## src/rtl/temp_sensor_slew_filter_average_macros.svh

```systemverilog
// assertion macros for the temperature sensor filter rtl
`ifndef TEMP_SENSOR_SLEW_FILTER_AVERAGE_MACROS_SVH
`define TEMP_SENSOR_SLEW_FILTER_AVERAGE_MACROS_SVH

// same-cycle implication, checked out of reset
`define TSA_ASSERT_NOW(label, ante, cons, msg) \
   label: assert property (@(posedge clock) disable iff (reset) (ante) |-> (cons)) \
      else $error(msg);

// next-cycle implication, checked out of reset
`define TSA_ASSERT_NEXT(label, ante, cons, msg) \
   label: assert property (@(posedge clock) disable iff (reset) (ante) |=> (cons)) \
      else $error(msg);

`endif

```

## src/rtl/tsa_pkg.sv

```systemverilog
// shared types and constants for the temperature sensor filter
`timescale 1ns / 1ps

package tsa_pkg;

   localparam int HISTORY_DEPTH = 60;

   localparam int SAMPLE_W = 12;
   localparam int TEMP_W   = 14;
   localparam int OFFSET_W = 10;
   localparam int SUM_W    = 20;
   localparam int CNT_W    = 6;
   localparam int RAW_W    = 13;
   localparam int PROD_W   = 25;
   localparam int REM_W    = 6;
   localparam int STEP_W   = 5;

   localparam int ADC_ZERO    = 1855;
   localparam int SCALE_NUM   = 6670;
   localparam int SCALE_SHIFT = 12;

   // request kind codes
   localparam logic [1:0] KIND_MEASURE = 2'd0;
   localparam logic [1:0] KIND_RESTART = 2'd1;
   localparam logic [1:0] KIND_AVERAGE = 2'd2;

   typedef enum logic [1:0] {
      OP_MEASURE,
      OP_RESTART,
      OP_AVERAGE,
      OP_NONE
   } op_type;

   typedef struct packed {
      op_type                op;
      logic [SAMPLE_W-1:0]   sample;
      logic                  filter;
   } item_type;

   typedef struct packed {
      logic                start;
      logic [SUM_W-1:0]    dividend;
      logic [CNT_W-1:0]    divisor;
   } div_req_type;

   typedef struct packed {
      logic                done;
      logic [SUM_W-1:0]    quotient;
   } div_rsp_type;

endpackage

```

## src/rtl/temp_sensor_slew_filter_average.sv

```systemverilog
// top level of the temperature sensor slew filter and history average
`timescale 1ns / 1ps

// Converts 12-bit sensor samples to tenths of a degree Celsius, applies the
// calibration offset and an optional one-step slew filter, and logs each kept
// temperature into a running sum and count of up to HISTORY_DEPTH values. An
// average request returns the truncated mean of the log and empties it; a
// restart request empties the log and takes one unfiltered sample. Every
// request gives exactly one response. A two-entry request queue sits in front
// of the execution unit, so while a response waits at the output up to three
// requests are taken: one held in the execution unit and two in the queue. A
// measure or restart request steps through the execution unit as dequeue,
// multiply, filter and log, then response; an average request waits on the
// restoring divider, which retires one quotient bit per cycle over the
// 20-bit sum with a start and a finish handoff, and skips it if the log is
// empty. The offset register is written through the csr port at any time
// the block is idle; its write is always taken.

module temp_sensor_slew_filter_average
   import tsa_pkg::*;
(
   input  logic                       clock,
   input  logic                       reset,
   // offset register write
   input  logic                       csr_valid,
   output logic                       csr_ready,
   input  logic signed [OFFSET_W-1:0] csr_temp_offset,
   // request channel
   input  logic                       req_valid,
   output logic                       req_ready,
   input  logic [1:0]                 req_kind,
   input  logic [SAMPLE_W-1:0]        req_adc_sample,
   input  logic                       req_filter_on,
   // response channel
   output logic                       rsp_valid,
   input  logic                       rsp_ready,
   output logic signed [TEMP_W-1:0]   rsp_current_temp,
   output logic signed [TEMP_W-1:0]   rsp_average_temp,
   output logic [CNT_W-1:0]           rsp_history_count,
   output logic                       rsp_history_full
);

   logic signed [OFFSET_W-1:0] temp_offset_ff;
   logic                       q_valid;
   item_type                   q_item;
   logic                       q_pop;
   div_req_type                div_req;
   div_rsp_type                div_rsp;

   // calibration offset, resets to zero
   assign csr_ready = 1'b1;

   always_ff @(posedge clock) begin
      if (reset) begin
         temp_offset_ff <= '0;
      end else if (csr_valid && csr_ready) begin
         temp_offset_ff <= csr_temp_offset;
      end
   end

   // request decode and queue
   tsa_front u_front (
      .clock          (clock),
      .reset          (reset),
      .req_valid      (req_valid),
      .req_ready      (req_ready),
      .req_kind       (req_kind),
      .req_adc_sample (req_adc_sample),
      .req_filter_on  (req_filter_on),
      .q_valid        (q_valid),
      .q_item         (q_item),
      .q_pop          (q_pop)
   );

   // divider for the history average
   tsa_div u_div (
      .clock   (clock),
      .reset   (reset),
      .div_req (div_req),
      .div_rsp (div_rsp)
   );

   // execution and response register
   tsa_back u_back (
      .clock             (clock),
      .reset             (reset),
      .temp_offset       (temp_offset_ff),
      .q_valid           (q_valid),
      .q_item            (q_item),
      .q_pop             (q_pop),
      .div_req           (div_req),
      .div_rsp           (div_rsp),
      .rsp_valid         (rsp_valid),
      .rsp_ready         (rsp_ready),
      .rsp_current_temp  (rsp_current_temp),
      .rsp_average_temp  (rsp_average_temp),
      .rsp_history_count (rsp_history_count),
      .rsp_history_full  (rsp_history_full)
   );

endmodule

```

## src/rtl/tsa_front.sv

```systemverilog
// request intake: decodes the kind and holds up to two requests
`timescale 1ns / 1ps

module tsa_front
   import tsa_pkg::*;
(
   input  logic                clock,
   input  logic                reset,
   input  logic                req_valid,
   output logic                req_ready,
   input  logic [1:0]          req_kind,
   input  logic [SAMPLE_W-1:0] req_adc_sample,
   input  logic                req_filter_on,
   output logic                q_valid,
   output item_type            q_item,
   input  logic                q_pop
);

   item_type   mem_ff [2];
   logic       wr_ptr_ff;
   logic       rd_ptr_ff;
   logic [1:0] count_ff;
   item_type   item_in;
   logic       push;

   always_comb begin
      item_in.sample = req_adc_sample;
      item_in.filter = 1'b0;
      case (req_kind)
         KIND_MEASURE: begin
            item_in.op     = OP_MEASURE;
            item_in.filter = req_filter_on;
         end
         KIND_RESTART: item_in.op = OP_RESTART;
         KIND_AVERAGE: item_in.op = OP_AVERAGE;
         default:      item_in.op = OP_NONE;
      endcase
   end

   assign req_ready = (count_ff != 2'd2);
   assign push      = req_valid && req_ready;
   assign q_valid   = (count_ff != 2'd0);
   assign q_item    = mem_ff[rd_ptr_ff];

   always_ff @(posedge clock) begin
      if (push) begin
         mem_ff[wr_ptr_ff] <= item_in;
      end
   end

   always_ff @(posedge clock) begin
      if (reset) begin
         wr_ptr_ff <= 1'b0;
         rd_ptr_ff <= 1'b0;
         count_ff  <= 2'd0;
      end else begin
         if (push) begin
            wr_ptr_ff <= ~wr_ptr_ff;
         end
         if (q_pop && q_valid) begin
            rd_ptr_ff <= ~rd_ptr_ff;
         end
         case ({push, q_pop && q_valid})
            2'b10:   count_ff <= count_ff + 2'd1;
            2'b01:   count_ff <= count_ff - 2'd1;
            default: count_ff <= count_ff;
         endcase
      end
   end

endmodule

```

## src/rtl/tsa_div.sv

```systemverilog
// restoring divider, one quotient bit per cycle
`timescale 1ns / 1ps

module tsa_div
   import tsa_pkg::*;
(
   input  logic        clock,
   input  logic        reset,
   input  div_req_type div_req,
   output div_rsp_type div_rsp
);

   logic              busy_ff;
   logic              done_ff;
   logic [STEP_W-1:0] step_ff;
   logic [REM_W-1:0]  rem_ff;
   logic [SUM_W-1:0]  quot_ff;
   logic [CNT_W-1:0]  divisor_ff;
   logic [REM_W:0]    trial;
   logic [REM_W:0]    diff;
   logic              fits;
   logic [REM_W-1:0]  rem_in;

   always_comb begin
      trial  = {rem_ff, quot_ff[SUM_W-1]};
      diff   = trial - {1'b0, divisor_ff};
      fits   = (trial >= {1'b0, divisor_ff});
      rem_in = fits ? diff[REM_W-1:0] : trial[REM_W-1:0];
   end

   always_ff @(posedge clock) begin
      if (reset) begin
         busy_ff <= 1'b0;
         done_ff <= 1'b0;
      end else begin
         done_ff <= 1'b0;
         if (div_req.start) begin
            busy_ff    <= 1'b1;
            step_ff    <= '0;
            rem_ff     <= '0;
            quot_ff    <= div_req.dividend;
            divisor_ff <= div_req.divisor;
         end else if (busy_ff) begin
            rem_ff  <= rem_in;
            quot_ff <= {quot_ff[SUM_W-2:0], fits};
            step_ff <= step_ff + STEP_W'(1);
            if (step_ff == STEP_W'(SUM_W - 1)) begin
               busy_ff <= 1'b0;
               done_ff <= 1'b1;
            end
         end
      end
   end

   assign div_rsp.done     = done_ff;
   assign div_rsp.quotient = quot_ff;

endmodule

```

## src/rtl/tsa_back.sv

```systemverilog
// request execution: conversion, slew filter, history and result register
`timescale 1ns / 1ps
`include "temp_sensor_slew_filter_average_macros.svh"

module tsa_back
   import tsa_pkg::*;
(
   input  logic                     clock,
   input  logic                     reset,
   input  logic signed [OFFSET_W-1:0] temp_offset,
   input  logic                     q_valid,
   input  item_type                 q_item,
   output logic                     q_pop,
   output div_req_type              div_req,
   input  div_rsp_type              div_rsp,
   output logic                     rsp_valid,
   input  logic                     rsp_ready,
   output logic signed [TEMP_W-1:0] rsp_current_temp,
   output logic signed [TEMP_W-1:0] rsp_average_temp,
   output logic [CNT_W-1:0]         rsp_history_count,
   output logic                     rsp_history_full
);

   typedef enum logic [2:0] {
      S_IDLE,
      S_EXEC,
      S_APPLY,
      S_DIV,
      S_DONE
   } state_type;

   localparam logic signed [PROD_W-1:0] SCALE_C  = PROD_W'(SCALE_NUM);
   localparam logic signed [PROD_W-1:0] ROUND_C  = PROD_W'((1 << SCALE_SHIFT) - 1);
   localparam logic signed [RAW_W-1:0]  ZERO_C   = RAW_W'(ADC_ZERO);

   state_type                 state_ff;
   item_type                  item_ff;
   logic signed [PROD_W-1:0]  prod_ff;
   logic signed [TEMP_W-1:0]  filtered_ff;
   logic signed [SUM_W-1:0]   log_sum_ff;
   logic [CNT_W-1:0]          log_count_ff;
   logic signed [TEMP_W-1:0]  avg_ff;
   logic                      div_start_ff;
   logic                      rsp_valid_ff;
   logic signed [TEMP_W-1:0]  rsp_current_ff;
   logic signed [TEMP_W-1:0]  rsp_average_ff;
   logic [CNT_W-1:0]          rsp_count_ff;
   logic                      rsp_full_ff;

   logic signed [RAW_W-1:0]   raw;
   logic signed [PROD_W-1:0]  prod_in;
   logic signed [PROD_W-1:0]  prod_adj;
   logic signed [PROD_W-1:0]  quot_conv;
   logic signed [TEMP_W-1:0]  meas;
   logic signed [TEMP_W-1:0]  filt_in;
   logic                      log_room;
   logic [SUM_W-1:0]          sum_mag;
   logic [SUM_W-1:0]          quot_signed;
   logic signed [TEMP_W-1:0]  avg_in;
   logic                      rsp_load;

   always_comb begin
      // sample minus zero point, then the scale multiply
      raw      = $signed({1'b0, item_ff.sample}) - ZERO_C;
      prod_in  = PROD_W'(raw) * SCALE_C;
      // divide by 4096 truncating toward zero
      prod_adj  = prod_ff + (prod_ff[PROD_W-1] ? ROUND_C : '0);
      quot_conv = prod_adj >>> SCALE_SHIFT;
      meas      = quot_conv[TEMP_W-1:0] + TEMP_W'(temp_offset);
      if (item_ff.filter) begin
         if (meas > filtered_ff) begin
            filt_in = filtered_ff + 14'sd1;
         end else if (meas < filtered_ff) begin
            filt_in = filtered_ff - 14'sd1;
         end else begin
            filt_in = filtered_ff;
         end
      end else begin
         filt_in = meas;
      end
      log_room    = (log_count_ff < CNT_W'(HISTORY_DEPTH));
      sum_mag     = log_sum_ff[SUM_W-1] ? SUM_W'(-log_sum_ff) : log_sum_ff;
      quot_signed = log_sum_ff[SUM_W-1] ? -div_rsp.quotient : div_rsp.quotient;
      avg_in      = quot_signed[TEMP_W-1:0];
   end

   assign q_pop            = (state_ff == S_IDLE) && q_valid;
   assign rsp_load         = (state_ff == S_DONE) && (!rsp_valid_ff || rsp_ready);
   assign div_req.start    = div_start_ff;
   assign div_req.dividend = sum_mag;
   assign div_req.divisor  = log_count_ff;

   always_ff @(posedge clock) begin
      if (reset) begin
         state_ff     <= S_IDLE;
         filtered_ff  <= '0;
         log_sum_ff   <= '0;
         log_count_ff <= '0;
         div_start_ff <= 1'b0;
         rsp_valid_ff <= 1'b0;
      end else begin
         div_start_ff <= 1'b0;
         if (rsp_valid_ff && rsp_ready) begin
            rsp_valid_ff <= 1'b0;
         end
         case (state_ff)
            S_IDLE: begin
               if (q_valid) begin
                  item_ff  <= q_item;
                  avg_ff   <= '0;
                  state_ff <= S_EXEC;
               end
            end
            S_EXEC: begin
               prod_ff <= prod_in;
               case (item_ff.op)
                  OP_MEASURE: state_ff <= S_APPLY;
                  OP_RESTART: begin
                     log_sum_ff   <= '0;
                     log_count_ff <= '0;
                     state_ff     <= S_APPLY;
                  end
                  OP_AVERAGE: begin
                     if (log_count_ff != '0) begin
                        div_start_ff <= 1'b1;
                        state_ff     <= S_DIV;
                     end else begin
                        state_ff <= S_DONE;
                     end
                  end
                  default: state_ff <= S_DONE;
               endcase
            end
            S_APPLY: begin
               filtered_ff <= filt_in;
               if (log_room) begin
                  log_sum_ff   <= log_sum_ff + SUM_W'(filt_in);
                  log_count_ff <= log_count_ff + CNT_W'(1);
               end
               state_ff <= S_DONE;
            end
            S_DIV: begin
               if (div_rsp.done) begin
                  avg_ff       <= avg_in;
                  log_sum_ff   <= '0;
                  log_count_ff <= '0;
                  state_ff     <= S_DONE;
               end
            end
            S_DONE: begin
               if (rsp_load) begin
                  rsp_current_ff <= filtered_ff;
                  rsp_average_ff <= avg_ff;
                  rsp_count_ff   <= log_count_ff;
                  rsp_full_ff    <= (log_count_ff == CNT_W'(HISTORY_DEPTH));
                  rsp_valid_ff   <= 1'b1;
                  state_ff       <= S_IDLE;
               end
            end
            default: state_ff <= S_IDLE;
         endcase
      end
   end

   assign rsp_valid         = rsp_valid_ff;
   assign rsp_current_temp  = rsp_current_ff;
   assign rsp_average_temp  = rsp_average_ff;
   assign rsp_history_count = rsp_count_ff;
   assign rsp_history_full  = rsp_full_ff;

   `TSA_ASSERT_NOW(a_count_bound, 1'b1, log_count_ff <= CNT_W'(HISTORY_DEPTH), "history count past depth")
   `TSA_ASSERT_NOW(a_div_nonzero, div_req.start, div_req.divisor != '0, "divide started on empty history")
   `TSA_ASSERT_NEXT(a_avg_clears, (state_ff == S_DIV) && div_rsp.done, log_count_ff == '0, "average left history set")
   `TSA_ASSERT_NEXT(a_slew_step, (state_ff == S_APPLY) && item_ff.filter, (filtered_ff == $past(filtered_ff)) || (filtered_ff == $past(filtered_ff) + 14'sd1) || (filtered_ff == $past(filtered_ff) - 14'sd1), "filter moved more than one step")

endmodule

```

## config.mk

```make
export PLATFORM = sky130hd
export DESIGN_NAME = temp_sensor_slew_filter_average
export DESIGN_NICKNAME = d
export VERILOG_FILES = /design/src/rtl/tsa_pkg.sv /design/src/rtl/temp_sensor_slew_filter_average.sv /design/src/rtl/tsa_front.sv /design/src/rtl/tsa_div.sv /design/src/rtl/tsa_back.sv
export VERILOG_INCLUDE_DIRS = /design/src /design/src/rtl
export SDC_FILE = /design/constraint.sdc
export NUM_CORES = 1
export LEC_CHECK = 0
export BUFFER_PORTS_ARGS = -buffer_cell sky130_fd_sc_hd__buf_2
export CORE_ASPECT_RATIO = 0.75
export CORE_MARGIN = 3
export CORE_UTILIZATION = 40
export CTS_CLUSTER_SIZE = 25
export DETAILED_ROUTE_END_ITERATION = 16
export REMOVE_ABC_BUFFERS = 1
export SYNTH_ARGS = -nofsm -noshare
export SYNTH_HDL_FRONTEND = slang
export SYNTH_SLANG_ARGS = --single-unit
```

## constraint.sdc

```tcl
create_clock -name clock -period 13.2 [get_ports clock]
set_clock_uncertainty 0.2 [all_clocks]
set_input_delay 1.32 -clock clock [delete_from_list [all_inputs] [get_ports clock]]
set_output_delay 1.32 -clock clock [all_outputs]
set_load 0.1 [all_outputs]
```

==> results.rst <==
.. list-table::
   :header-rows: 1

   * - Metric
     - Value
   * - Status
     - complete, no violations
   * - Most frequent cells in the layout
     - sky130_fd_sc_hd__inv_1, sky130_fd_sc_hd__edfxtp_1, sky130_fd_sc_hd__ha_1
   * - Minimum setup slack among reg-to-reg paths
     - 4280 ps
   * - First-pass GRT wire length
     - 51690 um
   * - Most common library cell in the layout ignoring fill and taps
     - sky130_fd_sc_hd__inv_1
   * - Vias in the first global route
     - 10046
   * - FF-to-FF End
     - u_back.log_sum_ff[19]
   * - Seq/Total Area, Yosys
     - 0.4042
   * - Data arrival time of the critical path
     - 9170 ps
   * - Critical Path Slowest Stage Cell
     - sky130_fd_sc_hd__edfxtp_1
   * - Number of hold buffers added after cts
     - 0
   * - H-tree depth reported by CTS
     - 1
   * - Residual antenna-violating net count after detailed routing
     - 0
   * - Total number of placement rows
     - 59
   * - Portion of the clock cycle consumed by the worst path in the final layout
     - 0.6760
   * - Data required, critical path
     - 13450 ps
   * - CTS tree
     - built
   * - CP Class
     - flop to flop
   * - CP Launch Type
     - flop
   * - Number of hold violations in the final report
     - 0
   * - Synthesis warning total
     - 0
   * - Hold WS
     - 216.4 ps
   * - Async set or reset register ratio after synthesis
     - 0
   * - RePlAce Congestion
     - 0.8712
   * - Slew Limit Fails
     - 0
   * - Final setup violation count
     - 0
   * - Routed Wire Length
     - 31620 um
   * - Worst hold path class
     - flop to flop
   * - Number of antenna diodes
     - 0
   * - Number of vias in the routed layout
     - 10232
   * - Number of cells on the worst reg-to-reg path
     - 33
   * - Crit path capture type
     - flop
   * - Cell count after synthesis
     - 1440
   * - Overall Global Routing Usage
     - 0.1645
   * - Hold wc startpoint
     - u_back.avg_ff[2]
   * - Buffers added on ports
     - 66
   * - Number of enable flip-flop cells after synthesis
     - 155
   * - Count of different cell masters after synthesis
     - 80
   * - Synthesized area
     - 14540 sq um
   * - Number of nets in the final layout
     - 1717
   * - Destination of the worst hold path
     - u_back.rsp_average_temp[2]
   * - Die footprint
     - 38680 sq um
   * - Number of design rule violations left after detail routing
     - 0
   * - Routed len/inst
     - 16.03 um
   * - Unrepaired setup endpoints after global routing
     - no
   * - Layout-stage area growth over the synthesis result
     - 11.03%
   * - Flops & latches, synth
     - 216
   * - Resized cells post-CTS
     - 0
   * - Floorplan die height
     - 171.1 um
   * - Achievable Freq
     - 112.1 MHz
   * - Number of DRC violations after detailed-routing iteration 0
     - 659
   * - Crit-path most repeated cell
     - sky130_fd_sc_hd__ha_1
   * - Antenna violations before repair
     - 0
   * - First-pass iteration count of the detailed router
     - 5
   * - Total negative slack for setup checks
     - 0 ps
   * - Clock period minus final worst setup slack
     - 8923 ps
   * - Clock sink count
     - 216
   * - Mean area per synthesized cell
     - 10.09 sq um
   * - CTS root buf
     - sky130_fd_sc_hd__clkbuf_16
   * - Total CTS buffers
     - 24
   * - Core region area
     - 35290 sq um
   * - Maximum cell stage delay along the critical path
     - 580 ps
   * - Layout cell share with drive strength beyond 1
     - 0.09828
   * - Clock latency at the later pin of the worst-skew pair
     - 530 ps
   * - Chip Width
     - 226.1 um
   * - Worst reg2reg path startpoint
     - u_back.prod_ff[24]
   * - Post-CTS Repair Setup Buffers
     - 0
   * - IO Count
     - 68
   * - Clock-pin slew on the worst setup and hold paths
     - 60 ps
   * - Number of vias per cell
     - 5.186
   * - Effective utilization at floorplan
     - 0.4119
   * - Crit-path max FO
     - 12
   * - Actual transition at the worst max-transition pin
     - 1136 ps
   * - Largest net degree at the start of global routing
     - 58
   * - Worst slew slack as a fraction of its limit
     - 0.2419
   * - Hold path cells
     - 0
   * - Max Cap Viol
     - 0
   * - Maximum root-to-sink buffer count
     - 3
   * - Primary FF master, synth
     - sky130_fd_sc_hd__edfxtp_1
   * - Global route total overflow
     - 0
   * - Post-DP HPWL
     - 24560 um
layout make-up:
type / instances / area [sq um]
Tap cell: 457 / 571.8
Clock inverter: 13 / 137.6
Multi-Input combinational cell: 1011 / 7855
Inverter: 169 / 634.4
Clock buffer: 31 / 658.1
Timing Repair Buffer: 76 / 405.4
Sequential cell: 216 / 5876
Fill cell: 3319 / 19150
worst max-delay path, delay by kind of cell, from the launching register on:
family	cells	cell delay [ps]
flops	1	580
simple gates	6	1190
compound gates	20	5070
xor+xnor	3	460
fa+ha+maj	4	1350
cell families after synthesis:
group | count (synthesis) | synth area share
buffers and inverters | 213 | 0.05604
adders and majority gates | 189 | 0.1839
xor gates and xnor gates | 120 | 0.07231
AOI/OAI and AO/OA | 275 | 0.1258
other | 1 | 0.0002580
DFF | 216 | 0.4042
muxes | 43 | 0.03151
and+or+nand+nor | 383 | 0.1260
flip-flops by register name, summed over array words and instances, names as in the netlist, 3 cells and up:
name	cells
u_back.state_ff	3
u_back.prod_ff	24
u_back.item_ff	15
u_back.rsp_current_temp	14
u_back.rsp_average_temp	14
u_back.log_sum_ff	20
u_front.mem_ff	30
u_div.quot_ff	20
u_back.log_count_ff	6
u_back.filtered_ff	14
u_div.step_ff	5
u_div.divisor_ff	6
u_back.avg_ff	14
temp_offset_ff	10
u_back.rsp_history_count	6
u_div.rem_ff	6
metal layers:
metal / vias up / routed length, um / track usage
met5: - / 0 / 0
met4: 0 / 635 / 0.03402
met3: 37 / 1396 / 0.02196
met2: 197 / 14110 / 0.2670
met1: 4798 / 15480 / 0.2369
li1: 5200 / - / -
stage by stage:
step / worst slack (ps) / util / std cells / cell area [sq um]
after floorplan: 5417 / - / 1396 / 14360
after global placement: 4447 / 0.4348 / 1929 / 15340
after detailed placement: 4358 / 0.4348 / 1929 / 15340
after CTS: 4303 / 0.4573 / 1973 / 16140
after global routing: 3622 / 0.4573 / 1973 / 16140
final: 4277 / 0.4573 / 1973 / 16140
cells in the mapped netlist (21+ instances only):
| cell type | instances | area share |
|---|---|---|
| sky130_fd_sc_hd__edfxtp_1 | 155 | 0.32 |
| sky130_fd_sc_hd__nor2_1 | 124 | 0.032 |
| sky130_fd_sc_hd__mux2_2 | 22 | 0.017 |
| sky130_fd_sc_hd__o21ai_0 | 42 | 0.014 |
| sky130_fd_sc_hd__ha_1 | 148 | 0.13 |
| sky130_fd_sc_hd__nand3_1 | 38 | 0.013 |
| sky130_fd_sc_hd__nand2_1 | 91 | 0.024 |
| sky130_fd_sc_hd__a21o_1 | 30 | 0.015 |
| sky130_fd_sc_hd__inv_1 | 169 | 0.044 |
| sky130_fd_sc_hd__dfxtp_1 | 61 | 0.084 |
| sky130_fd_sc_hd__fa_1 | 41 | 0.056 |
| sky130_fd_sc_hd__clkbuf_1 | 34 | 0.0088 |
| sky130_fd_sc_hd__a21oi_1 | 87 | 0.030 |
| sky130_fd_sc_hd__xnor2_1 | 70 | 0.042 |
| sky130_fd_sc_hd__nor3_1 | 32 | 0.011 |
| sky130_fd_sc_hd__mux2i_1 | 21 | 0.014 |
| sky130_fd_sc_hd__xor2_1 | 50 | 0.030 |
worst max-delay path by stage:
stage,end,from,cells past startpoint,slack (ps)
3_5_place_dp,u_back.log_sum_ff[18],u_back.prod_ff[24],32,4360
6_report,u_back.log_sum_ff[19],u_back.prod_ff[24],33,4280
4_1_cts,u_back.log_sum_ff[18],u_back.prod_ff[24],32,4300
5_1_grt,u_back.log_sum_ff[19],u_back.prod_ff[24],33,3620
2_1_floorplan,u_back.log_sum_ff[19],u_back.prod_ff[24],33,5420
3_3_place_gp,u_back.log_sum_ff[18],u_back.prod_ff[24],32,4450
Power is not shown: default switching activity piles up to over one toggle a cycle in this logic, so the estimate is an artifact.
